===== config.mk =====
export PLATFORM = sky130hd
export DESIGN_NAME = base64_stream_decoder_unit
export DESIGN_NICKNAME = d
export VERILOG_FILES = /design/src/rtl/b64d_pkg.sv /design/src/rtl/base64_stream_decoder_unit.sv /design/src/rtl/b64d_front.sv /design/src/rtl/b64d_queue.sv /design/src/rtl/b64d_back.sv
export SDC_FILE = /design/constraint.sdc
export NUM_CORES = 1
export LEC_CHECK = 0
export BUFFER_PORTS_ARGS = -buffer_cell sky130_fd_sc_hd__buf_4
export CORE_MARGIN = 4
export CORE_UTILIZATION = 60
export CTS_CLUSTER_DIAMETER = 150
export DETAILED_ROUTE_END_ITERATION = 8
export PLACE_DENSITY = 0.8
export SLEW_MARGIN = 10
export SYNTH_ARGS = -nofsm -noshare
export SYNTH_HDL_FRONTEND = slang
export SYNTH_HIERARCHICAL = 1
export SYNTH_SLANG_ARGS = --single-unit

===== constraint.sdc =====
create_clock -name clk_i -period 17.2 [get_ports clk_i]
set_input_delay 0.86 -clock clk_i [delete_from_list [all_inputs] [get_ports clk_i]]
set_output_delay 0.86 -clock clk_i [all_outputs]
set_load 0.02 [all_outputs]

===== src/rtl/b64d_pkg.sv =====
// ----------------------------------------------------------------------------
// Base64 decoder package
// Shared constants, queue entry type, status codes and symbol lookup.
// ----------------------------------------------------------------------------
package b64d_pkg;

  localparam int MaxChars = 4096;
  localparam int ScW      = $clog2(MaxChars + 1);
  localparam int LenW     = 12;
  localparam int CapW     = 12;
  localparam int QDepth   = 4;
  localparam int QPtrW    = $clog2(QDepth);
  localparam int QCntW    = $clog2(QDepth + 1);

  localparam logic [7:0] ChSpace = 8'h20;
  localparam logic [7:0] ChCr    = 8'h0D;
  localparam logic [7:0] ChLf    = 8'h0A;

  localparam logic [6:0] NotSym = 7'd127;
  localparam logic [6:0] PadSym = 7'd64;

  localparam logic [LenW-1:0] LenMax = '1;

  typedef enum logic [1:0] {
    StOk      = 2'd0,
    StInvalid = 2'd1,
    StSmall   = 2'd2,
    StLong    = 2'd3
  } status_e;

  typedef struct packed {
    logic [23:0]     bits;
    logic [1:0]      nbytes;
    logic            fin;
    status_e         err;
    logic [ScW-1:0]  sc;
    logic [1:0]      pads;
    logic [LenW-1:0] emitted;
  } q_entry_t;

  function automatic logic [6:0] sym_lookup(input logic [7:0] c);
    logic [6:0] v;
    v = NotSym;
    if (c >= 8'h41 && c <= 8'h5A) begin
      v = 7'(c - 8'h41);
    end else if (c >= 8'h61 && c <= 8'h7A) begin
      v = 7'(c - 8'h61 + 8'd26);
    end else if (c >= 8'h30 && c <= 8'h39) begin
      v = 7'(c - 8'h30 + 8'd52);
    end else if (c == 8'h2B) begin
      v = 7'd62;
    end else if (c == 8'h2F) begin
      v = 7'd63;
    end else if (c == 8'h3D) begin
      v = PadSym;
    end
    return v;
  endfunction

endpackage


===== src/rtl/base64_stream_decoder_unit.sv =====
// ----------------------------------------------------------------------------
// Base64 stream decoder
// One character per request in; decoded bytes and a closing status out.
// ----------------------------------------------------------------------------
// The decoder takes one character per cycle as long as its four-entry request
// queue has room. Each completed quartet yields one to three data bytes, and
// the character marked last yields one status result (ok with byte count,
// invalid character, buffer too small with required length, or input too
// long). Results leave one per cycle from a registered output stage while the
// consumer is ready, and the input stalls only when the consumer or the
// serializer falls four requests behind. Bytes sent before an error status
// are to be discarded by the consumer. The user is to write out_capacity
// through cfg_we_i and cfg_wdata_i while idle; the block does not enforce it.
module base64_stream_decoder_unit (
  input  logic                      clk_i,
  input  logic                      rst_ni,
  input  logic                      cfg_we_i,
  input  logic [b64d_pkg::CapW-1:0] cfg_wdata_i,
  input  logic                      in_valid_i,
  output logic                      in_ready_o,
  input  logic [7:0]                char_code_i,
  input  logic                      last_char_i,
  output logic                      out_valid_o,
  input  logic                      out_ready_i,
  output logic [7:0]                data_byte_o,
  output logic                      is_status_o,
  output logic [1:0]                status_o,
  output logic [b64d_pkg::LenW-1:0] length_o,
  output logic                      last_o
);
  import b64d_pkg::*;

  logic     q_push, q_pop, q_empty, q_full;
  q_entry_t q_in, q_head;

  b64d_front u_front (
    .clk_i       (clk_i),
    .rst_ni      (rst_ni),
    .in_valid_i  (in_valid_i),
    .in_ready_o  (in_ready_o),
    .char_code_i (char_code_i),
    .last_char_i (last_char_i),
    .q_full_i    (q_full),
    .q_push_o    (q_push),
    .q_entry_o   (q_in)
  );

  b64d_queue u_queue (
    .clk_i   (clk_i),
    .rst_ni  (rst_ni),
    .push_i  (q_push),
    .entry_i (q_in),
    .pop_i   (q_pop),
    .head_o  (q_head),
    .empty_o (q_empty),
    .full_o  (q_full)
  );

  b64d_back u_back (
    .clk_i       (clk_i),
    .rst_ni      (rst_ni),
    .cfg_we_i    (cfg_we_i),
    .cfg_wdata_i (cfg_wdata_i),
    .head_i      (q_head),
    .empty_i     (q_empty),
    .pop_o       (q_pop),
    .out_valid_o (out_valid_o),
    .out_ready_i (out_ready_i),
    .data_byte_o (data_byte_o),
    .is_status_o (is_status_o),
    .status_o    (status_o),
    .length_o    (length_o),
    .last_o      (last_o)
  );

endmodule


===== src/rtl/b64d_front.sv =====
// ----------------------------------------------------------------------------
// Base64 decoder front end
// Accepts characters, validates them, packs quartets and queues requests.
// ----------------------------------------------------------------------------
module b64d_front (
  input  logic              clk_i,
  input  logic              rst_ni,
  input  logic              in_valid_i,
  output logic              in_ready_o,
  input  logic [7:0]        char_code_i,
  input  logic              last_char_i,
  input  logic              q_full_i,
  output logic              q_push_o,
  output b64d_pkg::q_entry_t q_entry_o
);
  import b64d_pkg::*;

  logic            sp_q, sp_d;
  logic            cr_q, cr_d;
  logic [1:0]      pad_q, pad_d;
  logic [ScW-1:0]  sc_q, sc_d;
  logic [1:0]      gpos_q, gpos_d;
  logic [23:0]     gbits_q, gbits_d;
  logic [LenW-1:0] be_q, be_d;
  status_e         err_q, err_d;

  logic       accept;
  logic [6:0] sym;
  logic       take;
  logic [1:0] nb;

  assign in_ready_o = !q_full_i;
  assign accept     = in_valid_i && in_ready_o;
  assign sym        = char_code_i[7] ? NotSym : sym_lookup(char_code_i);

  always_comb begin
    sp_d    = sp_q;
    cr_d    = cr_q;
    pad_d   = pad_q;
    sc_d    = sc_q;
    gpos_d  = gpos_q;
    gbits_d = gbits_q;
    be_d    = be_q;
    err_d   = err_q;
    take    = 1'b0;
    nb      = 2'd0;
    if (err_q != StInvalid) begin
      if (cr_q) begin
        cr_d = 1'b0;
        if (char_code_i == ChLf) begin
          sp_d = 1'b0;
        end else begin
          err_d = StInvalid;
        end
      end else if (char_code_i == ChSpace) begin
        sp_d = 1'b1;
      end else if (char_code_i == ChCr) begin
        cr_d = 1'b1;
      end else if (char_code_i == ChLf) begin
        sp_d = 1'b0;
      end else if (sp_q || sym == NotSym) begin
        err_d = StInvalid;
      end else if (sym == PadSym) begin
        if (pad_q >= 2'd2) begin
          err_d = StInvalid;
        end else begin
          pad_d = pad_q + 2'd1;
          take  = 1'b1;
        end
      end else if (pad_q != 2'd0) begin
        err_d = StInvalid;
      end else begin
        take = 1'b1;
      end
      if (take) begin
        if (sc_q >= ScW'(MaxChars)) begin
          if (err_q == StOk) begin
            err_d = StLong;
          end
        end else begin
          sc_d = sc_q + ScW'(1);
          if (err_q == StOk) begin
            gbits_d = {gbits_q[17:0], sym[5:0]};
            gpos_d  = gpos_q + 2'd1;
            if (gpos_d == 2'd0) begin
              nb   = 2'd3 - pad_d;
              be_d = be_q + LenW'(nb);
            end
          end
        end
      end
    end
    if (last_char_i && cr_d) begin
      err_d = StInvalid;
    end
  end

  always_comb begin
    q_push_o          = accept && (nb != 2'd0 || last_char_i);
    q_entry_o.bits    = gbits_d;
    q_entry_o.nbytes  = nb;
    q_entry_o.fin     = last_char_i;
    q_entry_o.err     = err_d;
    q_entry_o.sc      = sc_d;
    q_entry_o.pads    = pad_d;
    q_entry_o.emitted = be_d;
  end

  always_ff @(posedge clk_i or negedge rst_ni) begin
    if (!rst_ni) begin
      sp_q    <= 1'b0;
      cr_q    <= 1'b0;
      pad_q   <= 2'd0;
      sc_q    <= '0;
      gpos_q  <= 2'd0;
      gbits_q <= '0;
      be_q    <= '0;
      err_q   <= StOk;
    end else if (accept) begin
      if (last_char_i) begin
        sp_q    <= 1'b0;
        cr_q    <= 1'b0;
        pad_q   <= 2'd0;
        sc_q    <= '0;
        gpos_q  <= 2'd0;
        gbits_q <= '0;
        be_q    <= '0;
        err_q   <= StOk;
      end else begin
        sp_q    <= sp_d;
        cr_q    <= cr_d;
        pad_q   <= pad_d;
        sc_q    <= sc_d;
        gpos_q  <= gpos_d;
        gbits_q <= gbits_d;
        be_q    <= be_d;
        err_q   <= err_d;
      end
    end
  end

endmodule


===== src/rtl/b64d_queue.sv =====
// ----------------------------------------------------------------------------
// Base64 decoder request queue
// Small FIFO between the front end and the output serializer.
// ----------------------------------------------------------------------------
module b64d_queue (
  input  logic               clk_i,
  input  logic               rst_ni,
  input  logic               push_i,
  input  b64d_pkg::q_entry_t entry_i,
  input  logic               pop_i,
  output b64d_pkg::q_entry_t head_o,
  output logic               empty_o,
  output logic               full_o
);
  import b64d_pkg::*;

  q_entry_t           mem_q [QDepth];
  logic [QPtrW-1:0]   wr_q, wr_d;
  logic [QPtrW-1:0]   rd_q, rd_d;
  logic [QCntW-1:0]   cnt_q, cnt_d;
  logic               do_push, do_pop;

  assign empty_o = (cnt_q == '0);
  assign full_o  = (cnt_q == QCntW'(QDepth));
  assign head_o  = mem_q[rd_q];
  assign do_push = push_i && !full_o;
  assign do_pop  = pop_i && !empty_o;

  always_comb begin
    wr_d  = wr_q;
    rd_d  = rd_q;
    cnt_d = cnt_q;
    if (do_push) begin
      wr_d = (wr_q == QPtrW'(QDepth - 1)) ? '0 : wr_q + QPtrW'(1);
    end
    if (do_pop) begin
      rd_d = (rd_q == QPtrW'(QDepth - 1)) ? '0 : rd_q + QPtrW'(1);
    end
    if (do_push && !do_pop) begin
      cnt_d = cnt_q + QCntW'(1);
    end else if (do_pop && !do_push) begin
      cnt_d = cnt_q - QCntW'(1);
    end
  end

  always_ff @(posedge clk_i) begin
    if (do_push) begin
      mem_q[wr_q] <= entry_i;
    end
  end

  always_ff @(posedge clk_i or negedge rst_ni) begin
    if (!rst_ni) begin
      wr_q  <= '0;
      rd_q  <= '0;
      cnt_q <= '0;
    end else begin
      wr_q  <= wr_d;
      rd_q  <= rd_d;
      cnt_q <= cnt_d;
    end
  end

endmodule


===== src/rtl/b64d_back.sv =====
// ----------------------------------------------------------------------------
// Base64 decoder back end
// Serializes queued requests into data bytes and the closing status.
// ----------------------------------------------------------------------------
module b64d_back (
  input  logic                      clk_i,
  input  logic                      rst_ni,
  input  logic                      cfg_we_i,
  input  logic [b64d_pkg::CapW-1:0] cfg_wdata_i,
  input  b64d_pkg::q_entry_t        head_i,
  input  logic                      empty_i,
  output logic                      pop_o,
  output logic                      out_valid_o,
  input  logic                      out_ready_i,
  output logic [7:0]                data_byte_o,
  output logic                      is_status_o,
  output logic [1:0]                status_o,
  output logic [b64d_pkg::LenW-1:0] length_o,
  output logic                      last_o
);
  import b64d_pkg::*;

  localparam int NeedW = ScW + 3;

  logic [CapW-1:0]  cap_q;
  logic [1:0]       idx_q, idx_d;
  logic             vld_q, vld_d;
  logic [7:0]       byte_q, byte_d;
  logic             ist_q, ist_d;
  status_e          st_q, st_d;
  logic [LenW-1:0]  len_q, len_d;
  logic             lst_q, lst_d;

  logic             load;
  logic [NeedW-1:0] prod;
  logic [NeedW-1:0] need;
  logic [LenW-1:0]  need_sat;
  logic             too_small;

  assign prod      = {head_i.sc, 2'b00} + {1'b0, head_i.sc, 1'b0} + NeedW'(7);
  assign need      = (prod >> 3) - NeedW'(head_i.pads);
  assign need_sat  = (need > NeedW'(LenMax)) ? LenMax : need[LenW-1:0];
  assign too_small = NeedW'(cap_q) < need;
  assign load      = !vld_q || out_ready_i;

  always_comb begin
    pop_o  = 1'b0;
    idx_d  = idx_q;
    vld_d  = vld_q && !out_ready_i;
    byte_d = byte_q;
    ist_d  = ist_q;
    st_d   = st_q;
    len_d  = len_q;
    lst_d  = lst_q;
    if (load && !empty_i) begin
      vld_d = 1'b1;
      if (idx_q < head_i.nbytes) begin
        case (idx_q)
          2'd0:    byte_d = head_i.bits[23:16];
          2'd1:    byte_d = head_i.bits[15:8];
          default: byte_d = head_i.bits[7:0];
        endcase
        ist_d = 1'b0;
        st_d  = StOk;
        len_d = '0;
        lst_d = 1'b0;
        if (idx_q == head_i.nbytes - 2'd1 && !head_i.fin) begin
          pop_o = 1'b1;
          idx_d = 2'd0;
        end else begin
          idx_d = idx_q + 2'd1;
        end
      end else begin
        byte_d = 8'd0;
        ist_d  = 1'b1;
        lst_d  = 1'b1;
        pop_o  = 1'b1;
        idx_d  = 2'd0;
        if (head_i.err != StOk) begin
          st_d  = head_i.err;
          len_d = '0;
        end else if (head_i.sc == '0) begin
          st_d  = StOk;
          len_d = '0;
        end else if (too_small) begin
          st_d  = StSmall;
          len_d = need_sat;
        end else begin
          st_d  = StOk;
          len_d = head_i.emitted;
        end
      end
    end
  end

  always_ff @(posedge clk_i or negedge rst_ni) begin
    if (!rst_ni) begin
      cap_q <= CapW'(3072);
      idx_q <= 2'd0;
      vld_q <= 1'b0;
    end else begin
      if (cfg_we_i) begin
        cap_q <= cfg_wdata_i;
      end
      idx_q <= idx_d;
      vld_q <= vld_d;
    end
  end

  always_ff @(posedge clk_i) begin
    byte_q <= byte_d;
    ist_q  <= ist_d;
    st_q   <= st_d;
    len_q  <= len_d;
    lst_q  <= lst_d;
  end

  assign out_valid_o = vld_q;
  assign data_byte_o = byte_q;
  assign is_status_o = ist_q;
  assign status_o    = st_q;
  assign length_o    = len_q;
  assign last_o      = lst_q;

endmodule


* Yosys cells after proc, flatten, opt, wreduce, memory -nomap -nowiden *
Memory sizes are Yosys's and may differ from the RTL's.
Index checks and enable logic that the tools add are counted.

storage, ports and cells
  bits in registers = 102
  RAM bits = 224
  input port bits = 26
  output and inout bits = 26
  word-level logic and storage cells = 199
  memories = 1

cells by class
  $add $sub $neg = 19
  $lt $le $gt $ge = 11
  equality and inequality tests = 16
  mux-type cells = 96
  reduce and logical (&&, ||, !) cells = 38

memory list
  memory         words  bits a word  rd ports  clocked after Yosys merged registers in  wr ports  line              text
  u_queue.mem_q  4      56           1         0                                        1         b64d_queue.sv:17  q_entry_t mem_q [QDepth];

operator list
  cell                     count
  $mux W24                 5
  $mux W12                 8
  $mux W2                  42
  $mux W13                 4
  $mux W7                  6
  $eq A8 B6 Y1 const B     4
  $mux W1                  27
  $add A15 B14 Y16         1
  $add A16 B3 Y16 const B  1
  $eq A8 B4 Y1 const B     2
  $ge A8 B7 Y1 const B     2
  $gt A16 B12 Y1 const B   1
  $le A8 B7 Y1 const B     2
  $lt A12 B16 Y1           1
  $pmux W8 S2              1
  $eq A7 B7 Y1 const B     2
  $reduce_bool A2 Y1       7
  $sub A13 B2 Y14          1
  $sub A7 B7 Y7 const B    2
  $add A13 B1 Y13 const B  1
  $ge A13 B13 Y1 const B   1
  $logic_and A1 B1 Y1      13
  $logic_not A13 Y1        1
  $add A12 B2 Y12          1
  28 further kinds         44

* Logic depth before layout (Yosys ltp) *
  depth after elaboration = 30
  gate-level depth with buffers = 24
  gate-level depth less buffers = 19

* Modules after synthesis *
The synthesis kept the hierarchy.

modules (own cells, without submodules)
  module      times used  cells an instance  area an instance (µm²)
  b64d_queue  1           330                8,548.2
  b64d_front  1           551                4,480.5
  b64d_back   1           361                3,422.0

* Worst setup path after synthesis *
OpenSTA, ideal clock, no wires.

  path kind = input-to-reg
  start point = input port char_code_i[2]
  end point = memory u_queue/mem_q[0][0] (netlist bit), enable pin
  library setup time = 0.420 ns
  arrival = 5.233 ns
  required time = 16.780 ns
  slack = 11.548 ns
  cell stages on the path = 16
  path buffers = 3
  cell sequence = clkbuf_1 > inv_1 > ha_1 > a21oi_1 > a311oi_2 > or3_1 > buf_2 > o221a_1 > a2111o_1 > mux2_2 > inv_1 > a21o_1 > a21oi_1 > nor2b_1 > buf_2 > and2_1

between the ends
  longest elaborated chain between the ends = 28
  elaborated cells between the ends (all ways) = 56
  those cells by class = 6 x add/sub; 6 x order compare; 8 x eq/ne; 28 x mux; 8 x reduce/logical

ends and longest elaborated chain
  item                                                    line                              text
  from (decl)                                             base64_stream_decoder_unit.sv:21  input logic [7:0] char_code_i,
  branches (longest 20 deep; another with $sub A7 B6 Y7)  -
  $mux W2 *                                               b64d_front.sv:75                  if (take) begin
  $mux W2 *                                               b64d_front.sv:47                  if (err_q != StInvalid) begin
  $reduce_bool A2 Y1 *                                    b64d_front.sv:99                  q_push_o = accept && (nb != 2'd0 || last_char_i);
  $logic_or A1 B1 Y1 *                                    b64d_front.sv:99
  $logic_and A1 B1 Y1 *                                   b64d_front.sv:99
  via q_push                                              base64_stream_decoder_unit.sv:33  logic q_push, q_pop, q_empty, q_full;
  $logic_and A1 B1 Y1 *                                   b64d_queue.sv:26                  assign do_push = push_i && !full_o;
  via u_queue.do_push                                     b64d_queue.sv:21                  logic do_push, do_pop;
  $mux W1 *                                               b64d_queue.sv:47                  if (do_push) begin
  $mux W1 (implied by the code) *                         b64d_queue.sv:48                  mem_q[wr_q] <= entry_i;
  to (decl)                                               b64d_queue.sv:17

Mark *: on every way through the listed nets, which the timed path passes. The select of a mux whose other input is x is not followed.

==> results.md <==
- Post-DP HPWL: 24400 um
- Cell type with the largest total area after synthesis: edfxtp_1
- Final instance area: about 0.018 sq mm
- Post-layout util: 67.2%
- Area added between synthesis and finish: 10.1%
- Buffer cell driving the clock tree root: clkbuf_16
- Wire per inst: roughly 23 um
- Terminus of the critical flop-to-flop path: u_back/length_o[11]$_SDFFCE_PP0P_
- CP Launch Type: register
- Count of yosys warnings during synthesis: 6
- Critical Path AT: 6.71 ns
- Relative slew slack: ~30%
- Cell row count: 60
- Routed Antenna Nets: 0
- Part of the power in registers: 29.0%
- Post-detailed-route via-to-cell ratio: 6.56
- Flip-flop and latch count after synthesis: 326
- Distinct cells, synth: 99
- Pre-CTS setup slack: 10.90 ns
- Final estimated routing congestion in global placement: 0.898
- Final critical-path share of the clock period: 36.9%
- Fraction of synthesized cell area taken by the top area cell type: 45.1%
- Worst R2R Path Depth: 19
- DRC Markers: 0
- Quantity of gates resized following cts: 0
- Standard cell area after detailed placement: between 0.015 and 0.02 sq mm
- Total I/O pin count: 52
- Port-buffer cells: approximately 50
- Max-cap violations: 0
- Fmax: about 160 MHz
- Source-to-sink clock delay at the later pin of the worst-skew pair: between 0.5 and 0.6 ns
- Synth async-reset ratio: 24.2%
- TritonCTS clock tree: done
- Wire length of the first global-routing pass: between 60000 and 70000 um
- Most instantiated cells after synthesis: 247 x edfxtp_1, 142 x nand2_1, 77 x dfrtp_1
- Antenna violations before repair: 0
- Clock share of power: 19.1%
- Total setup violations reported at the end of the flow: 0
- Flip-flop cell with the highest count after synthesis: edfxtp_1
- Worst reg2reg path startpoint: u_queue/rd_q[0]$_DFFE_PN0P_
- Final setup slack of the worst path: approximately 11 ns
- Power per unit of standard cell area: around 220 mW/mm^2
- Quantity of hold-fixing buffers added after cts: 0
- Worst Path Required: around 18 ns
- Worst setup skew after layout: 0.0304 ns
- Sequential area share after synthesis: between 50% and 60%
- Post-route setup TNS: 0 ns
- Sw Ratio: between 40% and 50%
- Aggregate routed wire length: roughly 38000 um
- Run status: completed
- Clock transition at the registers of the reported paths: 0.06 ns
- Leading cell type by number of instances after synthesis: edfxtp_1
- Leakage power: 0.00687 uW
- Vertical die dimension: 174 um
- Area of the die: 0.0301 sq mm
- Setup Fix Bufs, Post-CTS: 0
- Number of iterations in the first detailed-routing pass: 6
- Max H-tree Level: 2
- Crit path time final: 6.34 ns
- Sink count of the clock tree: 326
- Worst voltage drop across the vdd grid: 0.156 mV
- Final Hold Violating Endpoints: 0
- Number of enable flip-flop cells after synthesis: roughly 250
- Maximum fanout along the worst path: 22
- Slack of the worst reg-to-reg path: 10.86 ns
- Mean post-synth cell area: 13.2 sq um
- Final max-slew violation count: 0
- Starting density of the core: 61.0%
- Pin count of the biggest net entering global routing: 63
- Worst-Margin Slew: 1.04 ns
- Internal portion of total power: around 2300 uW
- Buffer depth of the longest clock path: 3
- Syn_nets: 1340
- Worst Setup Path Type: reg -> reg
- CTS buffer count: 34
- Setup repair after global routing missed its margin: false
- Core Box Area: between 0.02 and 0.03 sq mm
- Number of vias after detailed routing: 10800
- Area contributors post-synth: edfxtp_1 45%, dfrtp_1 12%, mux4_2 7.7%, ha_1 5.2%, nand2_1 3.2%
- Fraction of power consumed by combinational cells: 51.9%
- Number of nets at the end of the flow: between 1000 and 1500
- GRT Resource Usage Total: about 25%
- Tightest hold margin: around 0.20 ns
- Vias in the first global route: ~11000
- Syn Std Cell Area: ~0.016 sq mm
- Number of instances in the synthesized netlist: 1242
- Switching power of the nets: 1620 uW
- Hold/Removal Path Class: in -> async
- Kind of end point of the critical path: register
- Number of design-rule violations left by the first detailed-router iteration: 1203
- Die Wd: 174 um
- Overall overflow remaining after global route: 0
- Fraction of layout instances using a drive strength above 1: 17.9%
- Count of inserted antenna diode cells: 0
[worst max-delay path, cell delays in order (launching register included)]
cell and delay, ns:
dfrtp_4 0.59, mux4_2 0.63, inv_1 0.09, ha_1 0.23, ha_1 0.44, and4_1 0.27
o21ai_0 0.29, a2bb2oi_1 0.37, o311ai_0 0.35, nor4_1 0.55, nor2b_1 0.23, xnor2_1 0.13
ha_1 0.26, and4_1 0.22, a221oi_1 0.39, o21ai_1 0.13, buf_4 0.23, or4_1 0.41
mux2_2 0.30, nand4_2 0.08
[power groups by stage]
stage	clock network [uW]	logic [uW]	registers, uW
4_1_cts	754	2000	1130
2_1_floorplan	0	1470	1150
6_report	744	2020	1130
3_5_place_dp	0	1970	1140
3_3_place_gp	0	1910	1130
5_1_grt	792	2220	1150
[how the worst max path moves through the flow]
stage	from	end	slack [ns]	depth (start not counted)
after detailed placement	u_queue/rd_q[0]$_DFFE_PN0P_	u_back/length_o[11]$_SDFFCE_PP0P_	10.90	19
final	u_queue/rd_q[0]$_DFFE_PN0P_	u_back/length_o[11]$_SDFFCE_PP0P_	10.86	19
after global placement	u_queue/rd_q[0]$_DFFE_PN0P_	u_back/length_o[11]$_SDFFCE_PP0P_	11.12	19
after CTS	u_queue/rd_q[0]$_DFFE_PN0P_	u_back/length_o[11]$_SDFFCE_PP0P_	10.88	19
after floorplan	char_code_i[2]	u_queue/mem_q[0][0]$_DFFE_PP_	11.55	16
after global routing	u_queue/rd_q[0]$_DFFE_PN0P_	u_back/length_o[11]$_SDFFCE_PP0P_	10.37	19
[kinds of logic after synthesis]
logic type | Yosys count | share of synthesized area, %
XOR/XNOR | 47 | 2.50
flip-flops | 326 | 57.1
multiplexers | 85 | 9.68
AND/OR/NAND/NOR | 376 | 11.5
buffers and inverters | 114 | 3.47
adder cells (fa/ha/maj) | 72 | 5.61
AO/OA/AOI/OAI | 222 | 10.1
[final cells by class]
cell class	count	area, sq um
sequential	326	9400
clock buffer	42	912
timing repair buffer	62	465
tap	341	427
fill	1776	8830
multi-input combinational	802	6490
inverter	53	199
clock inverter	19	224
[sequential cells by signal, indices dropped and copies added (netlist names), 3 cells and up]
register            cells
u_back/length_o        12
u_back/cap_q           12
u_front/sc_q           13
u_back/data_byte_o      8
u_front/be_q           12
u_front/gbits_q        24
u_queue/mem_q         224
u_queue/cnt_q           3
[layout by cell type (no fill, tap or decap), types with 21 or more instances in the layout]
cell,netlist,final
edfxtp_1,247,247
nand2_1,142,142
dfrtp_1,77,75
ha_1,69,69
nor2_1,63,63
buf_4,8,62
mux4_2,56,56
inv_1,53,53
nand3_1,40,40
clkbuf_16,0,35
a21oi_1,35,35
o21ai_0,34,33
xnor2_1,26,26
a22o_1,24,24
mux2_2,23,23
xor2_1,21,21
[metal layers]
| metal | vias up | global-route usage, % | wire length (um) |
|---|---|---|---|
| met4 | 0 | 7.56 | 1010 |
| met5 | - | 0 | 0 |
| met2 | 548 | 41.0 | 18500 |
| met1 | 5321 | 35.0 | 15400 |
| met3 | 86 | 3.99 | 2970 |
| li1 | 4834 | - | - |
[metrics by stage]
| stage | total power, uW | std cells |
|---|---|---|
| 2_1_floorplan | 2620 | 1242 |
| 3_3_place_gp | 3050 | 1584 |
| 3_5_place_dp | 3110 | 1584 |
| 4_1_cts | 3890 | 1645 |
| 5_1_grt | 4150 | 1645 |
| 6_report | 3900 | 1645 |
Power figures use the tool's default switching activity.
